[config.mk]
export PLATFORM = sky130hd
export DESIGN_NAME = fpa_front
export DESIGN_NICKNAME = d
export VERILOG_FILES = /design/src/rtl/fpa_pkg.sv /design/src/rtl/fpa_front.sv
export SDC_FILE = /design/constraint.sdc
export NUM_CORES = 2
export LEC_CHECK = 0
export ABC_AREA = 1
export BUFFER_PORTS_ARGS = -buffer_cell sky130_fd_sc_hd__buf_2
export CAP_MARGIN = 10
export CORE_MARGIN = 3
export CORE_UTILIZATION = 55
export CTS_BUF_LIST = sky130_fd_sc_hd__clkbuf_4 sky130_fd_sc_hd__clkbuf_8 sky130_fd_sc_hd__clkbuf_16
export CTS_CLUSTER_SIZE = 40
export DETAILED_ROUTE_END_ITERATION = 10
export GPL_ROUTABILITY_DRIVEN = 0
export PLACE_DENSITY = 0.73
export SYNTH_ARGS = -nofsm -noshare
export SYNTH_HDL_FRONTEND = slang
export SYNTH_SLANG_ARGS = --single-unit
[constraint.sdc]
create_clock -name clk -period 11.7 [get_ports clk]
set_clock_uncertainty 0.1 [all_clocks]
set_input_delay 2.34 -clock clk [delete_from_list [all_inputs] [get_ports clk]]
set_output_delay 2.34 -clock clk [all_outputs]
set_load 0.01 [all_outputs]
[src/rtl/fpa_pkg.sv]
// Package for the fixed-point ALU: opcodes, widths and pipeline beat type.
// No dependencies.
`default_nettype none
package fpa_pkg;
  localparam int FracBits = 8;
  localparam int WordBits = 32;
  localparam int NumBits  = WordBits + FracBits;
  localparam int Stages   = NumBits;

  typedef enum logic [3:0] {
    OP_ADD = 4'd0, OP_SUB = 4'd1, OP_MUL = 4'd2, OP_DIV = 4'd3,
    OP_LT = 4'd4, OP_LE = 4'd5, OP_GT = 4'd6, OP_GE = 4'd7,
    OP_EQ = 4'd8, OP_NE = 4'd9, OP_MIN = 4'd10, OP_MAX = 4'd11,
    OP_INC = 4'd12, OP_DEC = 4'd13, OP_TOINT = 4'd14, OP_FROMINT = 4'd15
  } op_t;

  // One beat moving down the divider chain.
  typedef struct packed {
    logic                 vld;
    logic                 is_div;
    logic                 neg;
    logic                 fault;
    logic [NumBits-1:0]   quo;   // dividend bits shift out, quotient bits in
    logic [WordBits:0]    rem;
    logic [WordBits-1:0]  dvs;   // divisor magnitude
    logic [WordBits-1:0]  val;   // result of non-divide ops
    logic                 truth;
  } beat_t;
endpackage
`default_nettype wire

[src/rtl/fpa_front.sv]
// Entry stage: decodes the op, computes all non-divide ops including the
// multiply, and sets up the divider. Depends on fpa_pkg.
`default_nettype none
module fpa_front
  import fpa_pkg::*;
(
  input  wire                 clk,
  input  wire                 rst,
  input  wire                 start,
  input  wire [3:0]           func,
  input  wire signed [31:0]   operand_a,
  input  wire signed [31:0]   operand_b,
  output beat_t               dout
);
  logic signed [WordBits-1:0] a, b;
  logic signed [2*WordBits-1:0] prod;
  logic [WordBits-1:0] mag_a, mag_b;
  beat_t nxt;
  op_t op;

  assign a = operand_a[WordBits-1:0];
  assign b = operand_b[WordBits-1:0];
  assign op = op_t'(func);
  assign prod = a * b;
  assign mag_a = a[WordBits-1] ? WordBits'(-a) : WordBits'(a);
  assign mag_b = b[WordBits-1] ? WordBits'(-b) : WordBits'(b);

  always_comb begin
    nxt = '0;
    nxt.vld = start;
    nxt.dvs = mag_b;
    case (op)
      OP_ADD:     nxt.val = a + b;
      OP_SUB:     nxt.val = a - b;
      OP_MUL:     nxt.val = prod[FracBits +: WordBits];
      OP_DIV: begin
        nxt.fault  = (b == '0);
        nxt.is_div = (b != '0);
        nxt.neg    = a[WordBits-1] ^ b[WordBits-1];
        nxt.quo    = {mag_a, {FracBits{1'b0}}};
      end
      OP_LT:      nxt.truth = a < b;
      OP_LE:      nxt.truth = a <= b;
      OP_GT:      nxt.truth = a > b;
      OP_GE:      nxt.truth = a >= b;
      OP_EQ:      nxt.truth = a == b;
      OP_NE:      nxt.truth = a != b;
      OP_MIN:     nxt.val = (a >= b) ? b : a;
      OP_MAX:     nxt.val = (a >= b) ? a : b;
      OP_INC:     nxt.val = a + WordBits'(1);
      OP_DEC:     nxt.val = a - WordBits'(1);
      OP_TOINT:   nxt.val = a >>> FracBits;
      default:    nxt.val = a << FracBits;
    endcase
  end

  always_ff @(posedge clk) begin
    if (rst) begin
      dout.vld <= 1'b0;
    end else begin
      dout.vld <= nxt.vld;
    end
    dout.is_div <= nxt.is_div;
    dout.neg    <= nxt.neg;
    dout.fault  <= nxt.fault;
    dout.quo    <= nxt.quo;
    dout.rem    <= nxt.rem;
    dout.dvs    <= nxt.dvs;
    dout.val    <= nxt.val;
    dout.truth  <= nxt.truth;
  end
endmodule
`default_nettype wire

==> summary.md <==
| Metric | Value |
|---|---|
| Status | complete, no violations |
| Largest net degree at the start of global routing | 128 |
| Worst min-delay path category | in2reg |
| Classification of the worst setup path | in2reg |
| Area added between synthesis and finish | 4.06% |
| Data arrival, critical path | between 9 and 10 ns |
| Nature of the critical path endpoint | register |
| Starting density of the core | 0.561 |
| Area used by multi-input combinational logic | 27300 µm² |
| Via total after detailed routing | roughly 33000 |
| Fraction of final layout cells sized beyond drive strength 1 | 0.0591 |
| Most used cell along the critical path | sky130_fd_sc_hd__fa_1 |
| IO Count | ~210 |
| Total number of nets in the final design | around 6100 |
| Input/output buffers | between 150 and 200 |
| Relative slew slack | 0.209 |
| H-tree level count | 3 |
| Top FF cell, synth | sky130_fd_sc_hd__dfxtp_1 |
| Final critical delay including setup and external delays | 9.36 ns |
| Post-DR vias/cell | approximately 5.5 |
| Summed instance area of the synthesized netlist | around 36000 µm² |
| Dominant delay contributor by cell family on the critical path | adder cells |
| Max-cap violation count | 0 |
| Post-cts repair resize count | 0 |
| TritonRoute pass-1 iters | 10 |
| Number of distinct library cell variants in the gate-level netlist after synthesis | 57 |
| Die boundary width | 261 µm |
| Largest registers | dout x101 |
| Number of buffers between clock root and the deepest sink | 2 |
| Fin crit share | 0.800 |
| Number of enable flip-flop cells after synthesis | 0 |
| Startpoint kind of the worst setup timing path | primary input |
| Hold Path Cell Cnt | 2 |
| Clock buffers created by TritonCTS | 9 |
| Beginning of the worst hold path | rst |
| Share of synthesized area occupied by flip-flops and latches | 0.0567 |
| Async S/R FF share, synth | 0 |
| Number of pins exceeding their max-slew limit in the final report | 0 |
| Crit. path cell count | 29 |
| Register area | between 2000 and 2500 µm² |
| Syn_area_per_cell | slightly below 7 µm² |
| Endpoints failing hold | 0 |
| Area inside the core boundary | roughly 64000 µm² |
| Residual antenna-violating net count after detailed routing | 0 |
| Max FO, Critical Path | 18 |
| Wire per inst | a little under 20 µm |
| Antenna violations before repair | 4 |
| Standard-cell row count | 92 |
| Vert. Die Dim | 261 µm |
| Delay contributed by the slowest stage of the critical path | about 0.60 ns |
| Maximum frequency from static timing analysis | ~0.11 GHz |
| Setup Buffers After CTS | 0 |
| Hold buffer count at CTS | 0 |
| Filler Cells Inserted | ~6100 |
| Most common library cell in the layout ignoring fill and taps | sky130_fd_sc_hd__nand2_1 |
| Clock tree from TritonCTS | built |
| Total half-perimeter wirelength after legalization and detailed placement | around 95000 µm |
| Most frequent cells in the layout | 1371 x sky130_fd_sc_hd__nand2_1, 1359 x sky130_fd_sc_hd__inv_1, 644 x sky130_fd_sc_hd__fa_1, 258 x sky130_fd_sc_hd__nor2_1, 239 x sky130_fd_sc_hd__ha_1 |
| Worst Hold End | dout[141]$_SDFF_PP0_ |
| Unrepaired setup endpoints after global routing | false |
| DRC violations left | 0 |
| Clock transition at path regs | around 0.10 ns |
| CTS root buf | sky130_fd_sc_hd__clkbuf_16 |
| Vias in the first global route | 33295 |
| Total overflow reported by the global router | 0 |
| Setup-violating endpoint count in the final report | 0 |
| Syn. warnings | 0 |
| Req. time, crit path | 11.96 ns |
| First DRT Iteration DRCs | between 3000 and 4000 |
| Largest register by flop count | dout |
| Die ar. | ~68000 µm² |
| Worst path bufs/invs | 9 |
| Flip-flop and latch count after synthesis | between 100 and 150 |
| First-pass GRT wire length | around 190000 µm |
| GRT Resource Usage Total | 0.357 |
| Post-Route Setup TNS | 0 ns |
| Post-Synthesis Cells | 5148 |
| Sink count of the clock tree | around 100 |
| Worst-Margin Slew | 1.18 ns |
| Total wire length | between 100000 and 150000 µm |
| Flip-flop count of the largest register after layout | around 100 |
| Slowest stage cell, crit path | sky130_fd_sc_hd__buf_2 |
## stage by stage
stage / hold WS [ns] / instances / util / area [µm²] / setup slack (ns)
floorplan: 2.27 / 5188 / - / 35800 / 2.77
global placement: 2.43 / 5977 / 0.579 / 36800 / 2.19
detailed placement: 2.43 / 5977 / 0.579 / 36800 / 2.13
CTS: 2.00 / 5993 / 0.583 / 37100 / 2.50
global route: 2.02 / 5993 / 0.583 / 37100 / 2.04
finish: 2.01 / 5995 / 0.584 / 37100 / 2.34
## synthesized netlist by cell type, types with 4 or more instances
| cell type | number | share of area |
|---|---|---|
| sky130_fd_sc_hd__o21bai_1 | 9 | 0.0019 |
| sky130_fd_sc_hd__clkinv_1 | 6 | 0.00063 |
| sky130_fd_sc_hd__nor4_1 | 7 | 0.0012 |
| sky130_fd_sc_hd__fa_1 | 644 | 0.36 |
| sky130_fd_sc_hd__clkbuf_1 | 164 | 0.017 |
| sky130_fd_sc_hd__nand3_1 | 169 | 0.024 |
| sky130_fd_sc_hd__or2_2 | 15 | 0.0026 |
| sky130_fd_sc_hd__nand2_1 | 1371 | 0.14 |
| sky130_fd_sc_hd__inv_2 | 13 | 0.0014 |
| sky130_fd_sc_hd__o21ai_0 | 170 | 0.024 |
| sky130_fd_sc_hd__buf_4 | 41 | 0.0086 |
| sky130_fd_sc_hd__xor2_1 | 26 | 0.0064 |
| sky130_fd_sc_hd__buf_2 | 10 | 0.0014 |
| sky130_fd_sc_hd__nand2_2 | 8 | 0.0014 |
| sky130_fd_sc_hd__a21o_1 | 19 | 0.0040 |
| sky130_fd_sc_hd__o21ai_1 | 14 | 0.0020 |
| sky130_fd_sc_hd__a31oi_1 | 15 | 0.0026 |
| sky130_fd_sc_hd__buf_6 | 16 | 0.0051 |
| sky130_fd_sc_hd__o21a_1 | 7 | 0.0015 |
| sky130_fd_sc_hd__ha_1 | 239 | 0.084 |
| sky130_fd_sc_hd__nor2_2 | 10 | 0.0018 |
| sky130_fd_sc_hd__nor2_1 | 262 | 0.028 |
| sky130_fd_sc_hd__nand3b_1 | 18 | 0.0038 |
| sky130_fd_sc_hd__a21oi_1 | 198 | 0.028 |
| sky130_fd_sc_hd__a21boi_0 | 5 | 0.0011 |
| sky130_fd_sc_hd__a221oi_1 | 4 | 0.00098 |
| sky130_fd_sc_hd__o211ai_1 | 62 | 0.013 |
| sky130_fd_sc_hd__dfxtp_1 | 101 | 0.057 |
| sky130_fd_sc_hd__nand4_1 | 32 | 0.0056 |
| sky130_fd_sc_hd__xnor2_1 | 5 | 0.0012 |
| sky130_fd_sc_hd__buf_1 | 47 | 0.0050 |
| sky130_fd_sc_hd__inv_1 | 1359 | 0.14 |
| sky130_fd_sc_hd__o221ai_1 | 6 | 0.0015 |
| sky130_fd_sc_hd__nor3_1 | 41 | 0.0058 |
## layer usage
| metal | wire [µm] | vias up | track usage |
|---|---|---|---|
| li1 | - | 15007 | - |
| met1 | 43900 | 15775 | 0.467 |
| met2 | 51900 | 2009 | 0.556 |
| met3 | 14900 | 455 | 0.0780 |
| met4 | 7980 | 4 | 0.190 |
| met5 | 28 | - | 0 |
## final cells by class
cell class / count / area share
clock buffer: 9 / 0.00607
clock inverter: 7 / 0.00226
antenna: 2 / 0.000135
timing repair buffer: 221 / 0.0335
inverter: 1378 / 0.139
multi-input combinational: 3431 / 0.735
tap: 846 / 0.0285
sequential: 101 / 0.0545
## worst max-delay path by stage
stage	startpoint	end	slack, ns
6_report	operand_a[10]	dout[16]$_DFF_P_	2.34
5_1_grt	operand_a[10]	dout[16]$_DFF_P_	2.04
4_1_cts	operand_b[9]	dout[16]$_DFF_P_	2.50
3_5_place_dp	operand_b[9]	dout[16]$_DFF_P_	2.13
3_3_place_gp	operand_b[9]	dout[16]$_DFF_P_	2.19
2_1_floorplan	operand_a[13]	dout[18]$_DFF_P_	2.77
## cells by family after synthesis
| family | share of synthesized area |
|---|---|
| flip-flops | 0.0567 |
| buffers and inverters | 0.182 |
| AND/OR/NAND/NOR | 0.222 |
| adder cells (fa/ha/maj) | 0.446 |
| other | 0.000105 |
| XOR/XNOR | 0.00762 |
| AO/OA/AOI/OAI | 0.0849 |
Power is left out: the tool's default activity adds up to more than one toggle a clock period on the data nets, which glitch-free logic cannot reach.
