--- config.mk ---
export PLATFORM = sky130hd
export DESIGN_NAME = fpa_cell
export DESIGN_NICKNAME = d
export VERILOG_FILES = /design/src/rtl/fpa_pkg.sv /design/src/rtl/fpa_cell.sv
export SDC_FILE = /design/constraint.sdc
export NUM_CORES = 1
export LEC_CHECK = 0
export ABC_CLOCK_PERIOD_IN_PS = 3200
export BUFFER_PORTS_ARGS = -buffer_cell sky130_fd_sc_hd__clkbuf_2
export CELL_PAD_IN_SITES_DETAIL_PLACEMENT = 0
export CELL_PAD_IN_SITES_GLOBAL_PLACEMENT = 1
export CORE_MARGIN = 2
export CORE_UTILIZATION = 30
export DETAILED_ROUTE_END_ITERATION = 8
export PLACE_DENSITY = 0.83
export SYNTH_ARGS = -nofsm -noshare
export SYNTH_HDL_FRONTEND = slang
export SYNTH_SLANG_ARGS = --single-unit
--- constraint.sdc ---
create_clock -name clk -period 3.2 [get_ports clk]
set_input_delay 0.64 -clock clk [delete_from_list [all_inputs] [get_ports clk]]
set_output_delay 0.64 -clock clk [all_outputs]
set_load 0.01 [all_outputs]
--- src/rtl/fpa_pkg.sv ---
// Package for the fixed-point ALU: opcodes, widths and pipeline beat type.
// No dependencies.
`default_nettype none
package fpa_pkg;
  localparam int FracBits = 8;
  localparam int WordBits = 32;
  localparam int NumBits  = WordBits + FracBits;
  localparam int Stages   = NumBits;

  typedef enum logic [3:0] {
    OP_ADD = 4'd0, OP_SUB = 4'd1, OP_MUL = 4'd2, OP_DIV = 4'd3,
    OP_LT = 4'd4, OP_LE = 4'd5, OP_GT = 4'd6, OP_GE = 4'd7,
    OP_EQ = 4'd8, OP_NE = 4'd9, OP_MIN = 4'd10, OP_MAX = 4'd11,
    OP_INC = 4'd12, OP_DEC = 4'd13, OP_TOINT = 4'd14, OP_FROMINT = 4'd15
  } op_t;

  // One beat moving down the divider chain.
  typedef struct packed {
    logic                 vld;
    logic                 is_div;
    logic                 neg;
    logic                 fault;
    logic [NumBits-1:0]   quo;   // dividend bits shift out, quotient bits in
    logic [WordBits:0]    rem;
    logic [WordBits-1:0]  dvs;   // divisor magnitude
    logic [WordBits-1:0]  val;   // result of non-divide ops
    logic                 truth;
  } beat_t;
endpackage
`default_nettype wire

--- src/rtl/fpa_cell.sv ---
// One restoring-division cell: one quotient bit per cycle, registered.
// Depends on fpa_pkg.
`default_nettype none
module fpa_cell
  import fpa_pkg::*;
(
  input  wire   clk,
  input  wire   rst,
  input  beat_t din,
  output beat_t dout
);
  beat_t nxt;
  logic [WordBits:0] trial;
  logic [WordBits+1:0] diff;

  always_comb begin
    nxt = din;
    trial = {din.rem[WordBits-1:0], din.quo[NumBits-1]};
    diff = {1'b0, trial} - {2'b00, din.dvs};
    if (din.is_div) begin
      if (!diff[WordBits+1]) begin
        nxt.rem = diff[WordBits:0];
        nxt.quo = {din.quo[NumBits-2:0], 1'b1};
      end else begin
        nxt.rem = trial;
        nxt.quo = {din.quo[NumBits-2:0], 1'b0};
      end
    end
  end

  always_ff @(posedge clk) begin
    if (rst) begin
      dout.vld <= 1'b0;
    end else begin
      dout.vld <= din.vld;
    end
    dout.is_div <= nxt.is_div;
    dout.neg    <= nxt.neg;
    dout.fault  <= nxt.fault;
    dout.quo    <= nxt.quo;
    dout.rem    <= nxt.rem;
    dout.dvs    <= nxt.dvs;
    dout.val    <= nxt.val;
    dout.truth  <= nxt.truth;
  end
endmodule
`default_nettype wire

==> impl_summary.txt, run 1 <==
----------------------------------------------------
[Floorplan]
  Number of I/O pins ... 286
  Floorplan core area ... 18800 sq um
  DIE AREA ... 20400 sq um
  Initial core utilization ... 0.308
  Number of rows in the core area ... 50
  Die outline width ... 143 um
  Die boundary height ... 143 um

[Pwr]
  VDD IR-drop max ... 353 uV
  Power density of the placed cells ... 601 nW/um^2
  P_leak ... 0.00414 uW

[Routing]
  Wire length per cell after detailed routing ... 15.2 um
  Number of remaining DRC errors ... 0
  Wire length after detailed routing ... 17000 um
  Initial drt markers ... 271
  Routed Antenna Nets ... 0
  First drt pass iteration count ... 4
  Detailed-route vias per instance ... 4.57
  Via count ... 5109

[Global routing]
  Number of global-route vias before repair ... 5043
  Total grt overflow ... 0
  Largest net degree at the start of global routing ... 48
  First-pass GRT wire length ... 25800 um
  Initial antenna violation count ... 0
  Overall global routing resource usage ... 0.164

[Finish]
  Post-synthesis to final-layout area growth ... 40.3%
  Number of flip-flops under the largest register name ... 142
  Top Registers ... dout: 142 flops
  Count of nets after finishing ... 1049
  Ant diodes ... 0
  Top reg by flops ... dout
  Share of post-route cells with drive strength above 1 ... 0.423

[Run status]
  Status ... complete, no violations

[Synth]
  Most frequently used flop master after synthesis ... dfxtp_1
  Count of synthesis-stage warnings from yosys ... 0
  Compound-gate portion of the synthesized area ... 0.141
  Area of the mapped netlist ... 5780 sq um
  Yosys reg bits ... 142
  Avg Synthesized Cell Area ... 10.1 sq um
  Cells after synthesis ... 574
  Library cell with the highest instance count after synthesis ... dfxtp_1
  Most area-hungry cell type in the Yosys netlist ... dfxtp_1
  XOR/XNOR share of the synthesized area ... 0.0440
  Post-synthesis simple-gate area fraction ... 0.0854
  Top cell types by occurrence after synthesis ... dfxtp_1 (142), a21oi_1 (65), nor2_1 (50)
  Fraction of post-synthesis cell area in the top cell type by area ... 0.492
  Mapped Nets ... 751
  Adder and majority cell fraction of the synthesized area ... 0.0728
  Synth area leaders ... dfxtp_1 (49%), mux2_2 (8.2%), ha_1 (6.9%), a21oi_1 (5.6%), mux2i_1 (4.3%)
  Seq/Total Area, Yosys ... 0.492
  Share of synthesized flip-flops with an asynchronous set or reset ... 0
  Number of distinct library cell variants in the gate-level netlist after synthesis ... 44
  Main combinational cell family by area after synthesis ... compound AO/OA/AOI/OAI gates
  Post-synth EDFFs ... 0
  Portion of netlist area occupied by mux cells ... 0.125

[Worst hold path]
  Worst min-delay path class ... in -> reg
  Source of the worst hold timing path ... din[10]

[Place]
  PortBufs ... 285
  Final GP Congestion ... 0.822
  Worst slack after detailed placement ... -17.7 ps
  Detailed-placement wirelength estimate ... 13600 um

[Worst setup path]
  CP max FO ... 2
  Required time of the critical path ... 3550 ps
  CP Launch Point ... din[34]
  Crit path kind ... in -> reg
  Critical Path Start Type ... input pin
  Arrival time worst endpoint ... 3100 ps
  Capturing element type of the critical path ... flop

[Clock network]
  Post-CTS Repair Setup Buffers ... 0
  Number of clock sinks ... 142
  Total clock buffers created by CTS ... 17
  Buffer cell driving the clock tree root ... clkbuf_16
  Maximum number of buffers from clock root to sink ... 2
  Clock tree from TritonCTS ... done
  Hold buffers post-CTS ... 0
  Total of cells resized after clock tree synthesis ... 0
  Reg clk slew, reported paths ... 70 ps
  H-Tree Level Count ... 4

[Timing]
  Final setup TNS ... 0 ps
  Fmax ... 0.363 GHz
  Slew at the pin closest to its max-slew limit ... 565 ps
  Setup violators final ... 0
  Final Hold Vio Count ... 0
  Max-slew headroom ... 0.623
  Count of pins over their slew limit ... 0
  Unrepaired setup endpoints after global routing ... false
  Portion of the clock cycle consumed by the worst path in the final layout ... 0.861
  Post-route minimum period ... 2760 ps
  PnR worst setup slack ... 443 ps

[Flow run]
  Number of max-cap violations ... 0

----------------------------------------------------
-- critical path: stages --
cell and delay, ps:
clkbuf_2 110, inv_1 80, ha_1 290, nor2b_1 140, o2111ai_1 240, buf_4 170, a31oi_1 160, a211oi_2 350
a21oi_1 150, a311oi_1 370, xnor2_1 170, mux2i_1 100, a21oi_1 140
-- layout by cell type, fill, tap and decap left out, drive strengths merged, types with 2 or more instances in the layout --
| cell type | synthesis | routed |
|---|---|---|
| o21bai | 6 | 6 |
| dfxtp | 142 | 142 |
| a21o | 9 | 9 |
| inv | 42 | 51 |
| xnor2 | 20 | 20 |
| clkinv | 0 | 3 |
| o2111ai | 3 | 3 |
| nor3 | 7 | 7 |
| and4 | 2 | 2 |
| clkinvlp | 0 | 2 |
| ha | 32 | 32 |
| nand4 | 4 | 4 |
| o41ai | 2 | 2 |
| a21oi | 65 | 65 |
| mux2i | 25 | 25 |
| a31oi | 3 | 3 |
| o21a | 6 | 6 |
| buf | 4 | 11 |
| nor2 | 50 | 50 |
| mux2 | 42 | 42 |
| a211o | 2 | 2 |
| and3 | 3 | 3 |
| xor2 | 9 | 9 |
| nand3 | 7 | 7 |
| nor2b | 5 | 5 |
| nand2 | 32 | 32 |
| clkbuf | 12 | 301 |
| a211oi | 3 | 3 |
| o21ai | 25 | 25 |
-- power by group --
part | total [uW] | internal [uW] | switching (uW)
sequential | 1950 | 1910 | 36.7
combinational | 941 | 429 | 512
clock | 1980 | 1110 | 873
-- per-layer routing --
| metal | track usage | share of wire | routed length, um |
|---|---|---|---|
| met5 | 0 | 0 | 0 |
| met3 | 0.0423 | 0.064 | 1080 |
| met4 | 0.0589 | 0.013 | 225 |
| met1 | 0.197 | 0.42 | 7210 |
| met2 | 0.284 | 0.50 | 8440 |
-- stage by stage --
step	std cells	cell area, sq um	util	hold WS, ps	power (uW)
final	1119	8110	0.432	316	4870
after global placement	1087	7520	0.400	742	2930
after detailed placement	1087	7520	0.400	744	2940
after floorplan	574	5780	-	668	2550
after global routing	1119	8110	0.432	288	5140
after CTS	1119	8110	0.432	297	4940
-- worst paths after layout --
check	to	depth (start not counted)	slack [ps]
hold / removal	dout[10]	1	320
setup / recovery	dout[92]	13	440
-- area by class of cell --
class | instances | area [sq um]
Inverter | 42 | 158
Timing Repair Buffer | 295 | 1520
Multi-Input combinational cell | 374 | 2710
Clock buffer | 17 | 425
Fill cell | 1878 | 10700
Tap cell | 234 | 293
Sequential cell | 142 | 2840
Clock inverter | 15 | 164
-- cells by family after synthesis --
kind of cell    after synthesis
xor+xnor                     29
buf+inv                      58
mux                          67
fa+ha+maj                    33
simple gates                113
flops                       142
compound gates              132
Power figures use the tool's default switching activity.
==> inputs of run 2 (changes only) <==
- ABC_CLOCK_PERIOD_IN_PS: 3200 -> default
- BUFFER_PORTS_ARGS: -buffer_cell sky130_fd_sc_hd__clkbuf_2 -> default
- DONT_BUFFER_PORTS: default -> 1
- PLACE_DENSITY: 0.83 -> 0.66
==> run 2 against run 1 <==
Effect of this change: count of clock-buffer cells in the layout unchanged; cell count shrank 25%; non-clock buffer count decreased by 283; flip-flop and latch count is the same; sequential share of layout area up 7.4 points; via count decreased by 19%; core utilization is 7.6 points lower; final area fell by 18%; critical endpoint is now dout[97]; highest routed layer unchanged.
==> impl_summary.txt, run 2 (synthesis gave the netlist of run 1 again) <==
----------------------------------------------------
[Run status]
  Status ... complete, no violations

[Finish]
  Number of flip-flops under the largest register name ... 142 (unchanged)
  Top reg by flops ... dout
  Share of post-route cells with drive strength above 1 ... 0.151 (-0.271)
  Ant diodes ... 0 (unchanged)
  Count of nets after finishing ... 766 (-27%)
  Most common library cell in the layout ignoring fill and taps ... dfxtp_1
  Highest-count cells in the layout ignoring fill and taps ... dfxtp_1 (142), a21oi_1 (65), nor2_1 (50), inv_1 (42), mux2_2 (42)
  Post-synthesis to final-layout area growth ... 15.8%
  Top Registers ... dout: 142 flops
  Utilization of the core after routing ... 0.356 (-0.0756)

[Floorplan]
  DIE AREA ... 20400 sq um (unchanged)
  Die boundary height ... 143 um (unchanged)
  Number of rows in the core area ... 50 (unchanged)
  Number of I/O pins ... 286 (unchanged)
  Floorplan core area ... 18800 sq um (unchanged)
  Die outline width ... 143 um (unchanged)
  Initial core utilization ... 0.308 (unchanged)

[Worst hold path]
  Worst min-delay path class ... in -> reg
  Hold Path End ... dout[50]
  WHS Path Cells ... 0 (-1)
  Source of the worst hold timing path ... din[50]

[Global routing]
  First-pass GRT wire length ... 24700 um (-4.0%)
  Layer with the highest usage ... met2
  Number of global-route vias before repair ... 4349 (-14%)
  Fraction of met3 tracks used by global routing ... 0.0701 (+0.0278)
  Initial antenna violation count ... 0 (unchanged)
  Total grt overflow ... 0 (unchanged)
  Met1 GRT Util ... 0.162 (-0.0349)
  Largest net degree at the start of global routing ... 101 (+110%)
  Overall global routing resource usage ... 0.164 (-0.000222)
  Global routing met2 resource utilization ... 0.300 (+0.0159)

[Clock network]
  Total of cells resized after clock tree synthesis ... 0 (unchanged)
  Hold buffers post-CTS ... 0 (unchanged)
  H-Tree Level Count ... 4 (unchanged)
  Reg clk slew, reported paths ... 70 ps (about the same)
  Buffer cell driving the clock tree root ... clkbuf_16
  Total clock buffers created by CTS ... 17 (unchanged)
  Maximum number of buffers from clock root to sink ... 2 (unchanged)
  Clock tree from TritonCTS ... done
  Post-CTS Repair Setup Buffers ... 0 (unchanged)
  Number of clock sinks ... 142 (unchanged)

[Place]
  PortBufs ... 0 (-100%)
  Detailed-placement wirelength estimate ... 13700 um (+1.3%)
  Final GP Congestion ... 0.839 (+2.1%)

[Routing]
  Routed Antenna Nets ... 0 (unchanged)
  Via count ... 4129 (-19%)
  First drt pass iteration count ... 4 (unchanged)
  Number of remaining DRC errors ... 0 (unchanged)
  Detailed-route vias per instance ... 4.94 (+8.2%)
  Wire length after detailed routing ... 17100 um (+1.0%)
  Wire length per cell after detailed routing ... 20.5 um (+35%)
  Initial drt markers ... 145 (-46%)

[Timing]
  Slew at the pin closest to its max-slew limit ... 412 ps (-154 ps)
  Fmax ... 0.367 GHz (+1.2%)
  Final setup TNS ... 0 ps (unchanged)
  Max-slew headroom ... 0.725 (+0.102)
  Post-route minimum period ... 2720 ps (-31.6 ps)
  Unrepaired setup endpoints after global routing ... false
  Setup violators final ... 0 (unchanged)
  Final Hold Vio Count ... 0 (unchanged)
  Count of pins over their slew limit ... 0 (unchanged)
  Portion of the clock cycle consumed by the worst path in the final layout ... 0.852 (-0.00988)

[Pwr]
  P_leak ... 0.00296 uW (-28%)
  VDD IR-drop max ... 278 uV (-21%)
  Design Power ... 4560 uW (-6.5%)
  Power density of the placed cells ... 682 nW/um^2 (+13%)

[Worst setup path]
  Critical Path Start Type ... input pin
  Crit path kind ... in -> reg
  Capturing element type of the critical path ... flop
  Required time of the critical path ... 3520 ps (-30 ps)
  Arrival time worst endpoint ... 3040 ps (-60 ps)
  CP max FO ... 4 (+2)

[Flow run]
  Number of max-cap violations ... 0 (unchanged)

----------------------------------------------------
[run 2: cell count changes in the layout (fill, tap and decap cells not counted), sizes merged]
cell	previous run	this run
clkinvlp	2	1
clkbuf	301	17
clkinv	3	4
buf	11	12
bufinv	1	0
inv	51	52
[run 2: through the flow]
| stage | area [sq um] | hold WS (ps) | cells | setup WS (ps) |
|---|---|---|---|---|
| final | 6690 | 237 | 836 | 475 |
| after global routing | 6690 | 207 | 836 | 226 |
| after CTS | 6690 | 215 | 836 | 463 |
| after detailed placement | 6110 | 668 | 804 | 40.7 |
| after global placement | 6110 | 668 | 804 | 53.0 |
| after floorplan | 5780 | 668 | 574 | 316 |
[run 2: power by group]
group | switching, uW | total [uW] | internal [uW]
sequential | 148 | 2070 | 1920
clock | 868 | 1900 | 1040
combinational | 307 | 588 | 281
[run 2: final cells by class]
class | count | area, sq um
Clock buffer | 17 | 425
Clock inverter | 15 | 146
Fill cell | 1912 | 12100
Inverter | 42 | 158
Multi-Input combinational cell | 374 | 2710
Sequential cell | 142 | 2840
Tap cell | 234 | 293
Timing Repair Buffer | 12 | 115
[run 2: worst max-delay path by stage]
| stage | from | endpoint | depth (start not counted) | slack (ps) |
|---|---|---|---|---|
| final | din[137] | dout[97] | 13 | 480 |
| after CTS | din[137] | dout[97] | 13 | 460 |
| after global routing | din[137] | dout[95] | 14 | 230 |
| after detailed placement | din[137] | dout[97] | 13 | 40 |
| after floorplan | din[137] | dout[91] | 13 | 320 |
| after global placement | din[137] | dout[97] | 13 | 50 |
[run 2: layer usage]
| metal | wire length [um] | up-vias |
|---|---|---|
| met5 | 0 | - |
| met4 | 430 | 0 |
| met3 | 1630 | 18 |
| met2 | 8800 | 180 |
| met1 | 6280 | 1901 |
| li1 | - | 2030 |
[run 2: critical path, stage by stage]
cell	delay (ps)
inv_1	30
ha_1	190
inv_1	80
fa_1	200
a21o_1	140
o21ai_1	130
a211o_1	360
and4_4	230
o41ai_4	430
nand4_1	160
a21oi_1	210
xor2_1	170
o2bb2ai_1	70
==> inputs of run 3 (changes only) <==
- CORE_MARGIN: 2 -> 5
==> run 3 against run 2 <==
Effect of this change: critical path type unchanged; power increased by 2.1%; via count fell by 1.1%; flip-flop and latch count unchanged; largest cell class unchanged; highest routed layer unchanged.
==> impl_summary.txt, run 3 (synthesis gave the netlist of run 1 again) <==
----------------------------------------------------
[Worst setup path]
  Arrival time worst endpoint ... 3100 ps (+60 ps)
  CP max FO ... 4 (unchanged)
  CP peak stage delay ... 400 ps (-30 ps)
  Capturing element type of the critical path ... flop
  Critical path, cell by cell ... inv_1, ha_1, inv_1, fa_1, a21o_1, o21ai_1, a211o_1, a211oi_1, nor3_1, buf_4, o21ai_1, xnor2_1, mux2i_1, a21oi_1
  Required time of the critical path ... 3540 ps (+20 ps)
  Crit path kind ... in -> reg
  Worst path slowest cell ... fa_1
  Critical Path Start Type ... input pin

[Timing]
  Slew at the pin closest to its max-slew limit ... 414 ps (+2.65 ps)
  Final Hold Vio Count ... 0 (unchanged)
  Final setup TNS ... 0 ps (unchanged)
  Max-slew headroom ... 0.723 (-0.00177)
  Portion of the clock cycle consumed by the worst path in the final layout ... 0.861 (+0.00936)
  Fmax ... 0.363 GHz (-1.1%)
  Count of pins over their slew limit ... 0 (unchanged)
  Unrepaired setup endpoints after global routing ... false
  PnR worst setup slack ... 445 ps (-30.0 ps)
  Setup violators final ... 0 (unchanged)
  Post-route minimum period ... 2750 ps (+30.0 ps)

[Global routing]
  Initial antenna violation count ... 0 (unchanged)
  Overall global routing resource usage ... 0.149 (-0.0146)
  First-pass GRT wire length ... 25300 um (+2.2%)
  Total grt overflow ... 0 (unchanged)
  Largest net degree at the start of global routing ... 101 (unchanged)
  Number of global-route vias before repair ... 4355 (+0.14%)

[Floorplan]
  Die outline width ... 149 um (+4.2%)
  Number of rows in the core area ... 50 (unchanged)
  Initial core utilization ... 0.307 (-0.00102)
  DIE AREA ... 22100 sq um (+8.6%)
  Number of I/O pins ... 286 (unchanged)
  Die boundary height ... 149 um (+4.2%)
  Floorplan core area ... 18800 sq um (+0.33%)

[Clock network]
  H-Tree Level Count ... 4 (unchanged)
  Reg clk slew, reported paths ... 70 ps (about the same)
  Number of clock sinks ... 142 (unchanged)
  Hold buffers post-CTS ... 0 (unchanged)
  Post-CTS Repair Setup Buffers ... 0 (unchanged)
  Total clock buffers created by CTS ... 17 (unchanged)
  Maximum number of buffers from clock root to sink ... 2 (unchanged)
  Clock tree from TritonCTS ... done
  Total of cells resized after clock tree synthesis ... 0 (unchanged)
  Buffer cell driving the clock tree root ... clkbuf_16

[Routing]
  Wire length per cell after detailed routing ... 19.8 um (-3.4%)
  Number of remaining DRC errors ... 0 (unchanged)
  Initial drt markers ... 140 (-3.4%)
  Routed Antenna Nets ... 0 (unchanged)
  First drt pass iteration count ... 4 (unchanged)
  Detailed-route vias per instance ... 4.77 (-3.5%)
  Via count ... 4085 (-1.1%)
  Wire length after detailed routing ... 17000 um (-0.96%)

[Finish]
  Number of flip-flops under the largest register name ... 142 (unchanged)
  Ant diodes ... 0 (unchanged)
  Highest-count cells in the layout ignoring fill and taps ... dfxtp_1 (142), a21oi_1 (65), nor2_1 (50), inv_1 (42), mux2_2 (42)
  Filler Cell Count ... 1906 (-0.31%)
  Top reg by flops ... dout
  Most common library cell in the layout ignoring fill and taps ... dfxtp_1
  Count of nets after finishing ... 761 (-0.65%)
  Top Registers ... dout: 142 flops
  Share of post-route cells with drive strength above 1 ... 0.144 (-0.00711)
  Post-synthesis to final-layout area growth ... 16.1%

[Pwr]
  Proportion of total power due to net switching ... 0.284 (-0.00612)
  Clock power share ... 0.433 (+0.015)
  Internal power of the cells ... 3330 uW (+2.9%)
  Sequential share of power ... 0.443 (-0.010)
  VDD IR-drop max ... 260 uV (-6.3%)
  Power density of the placed cells ... 694 nW/um^2 (+1.7%)
  P_leak ... 0.00295 uW (-0.33%)
  Net Switching ... 1320 uW (about the same)
  Part of the total power dissipated in combinational logic ... 0.124 (-0.005)

[Run status]
  Status ... complete, no violations

[Worst hold path]
  Worst min-delay path class ... in -> reg

[Place]
  Detailed-placement wirelength estimate ... 13600 um (-1.3%)
  Final GP Congestion ... 0.816 (-2.7%)
  Worst slack after detailed placement ... 64.7 ps (+24.0 ps)
  PortBufs ... 0 (unchanged)

[Flow run]
  Number of max-cap violations ... 0 (unchanged)

----------------------------------------------------
[run 3: worst paths after layout]
check / end / cells past startpoint / from / slack (ps)
hold / removal: dout[47] / 0 / din[47] / 240
setup / recovery: dout[91] / 14 / din[137] / 450
[run 3: area by class of cell]
cell class                 count  area, sq um  share of cell area
timing repair buffer           7         65.1             0.00970
tap                          260          325              0.0485
clock buffer                  18          439              0.0655
clock inverter                14          171              0.0256
multi-input combinational    374         2710               0.403
sequential                   142         2840               0.424
inverter                      42          158              0.0235
[run 3: stage by stage]
| step | hold slack [ps] | area, sq um | total power (uW) | utilization | instances |
|---|---|---|---|---|---|
| global route | 210 | 6710 | 4870 | 0.356 | 857 |
| global placement | 668 | 6100 | 2690 | 0.324 | 825 |
| CTS | 214 | 6710 | 4720 | 0.356 | 857 |
| floorplan | 668 | 5780 | 2550 | - | 574 |
| detailed placement | 668 | 6100 | 2690 | 0.324 | 825 |
| finish | 242 | 6710 | 4650 | 0.356 | 857 |
[run 3: critical path, delay by kind of cell]
family                     cells  cell delay, ps
AOI/OAI and AO/OA              6            1100
xor gates and xnor gates       1             180
adders and majority gates      2             580
buffers and inverters          3             290
muxes                          1             100
and+or+nand+nor                1             210
[run 3: power by group through the flow]
stage	Sequential (uW)	Clock [uW]	Combinational, uW
floorplan	2070	0	480
CTS	2070	2060	584
global route	2080	2150	650
global placement	2110	0	578
detailed placement	2110	0	579
finish	2060	2010	578
[run 3: routing by layer]
| layer | routed length [um] | vias up | GRT usage |
|---|---|---|---|
| met5 | 0 | - | 0 |
| met4 | 283 | 0 | 0.0540 |
| met3 | 1840 | 13 | 0.0723 |
| met2 | 8800 | 183 | 0.270 |
| met1 | 6050 | 1878 | 0.148 |
| li1 | - | 2011 | - |
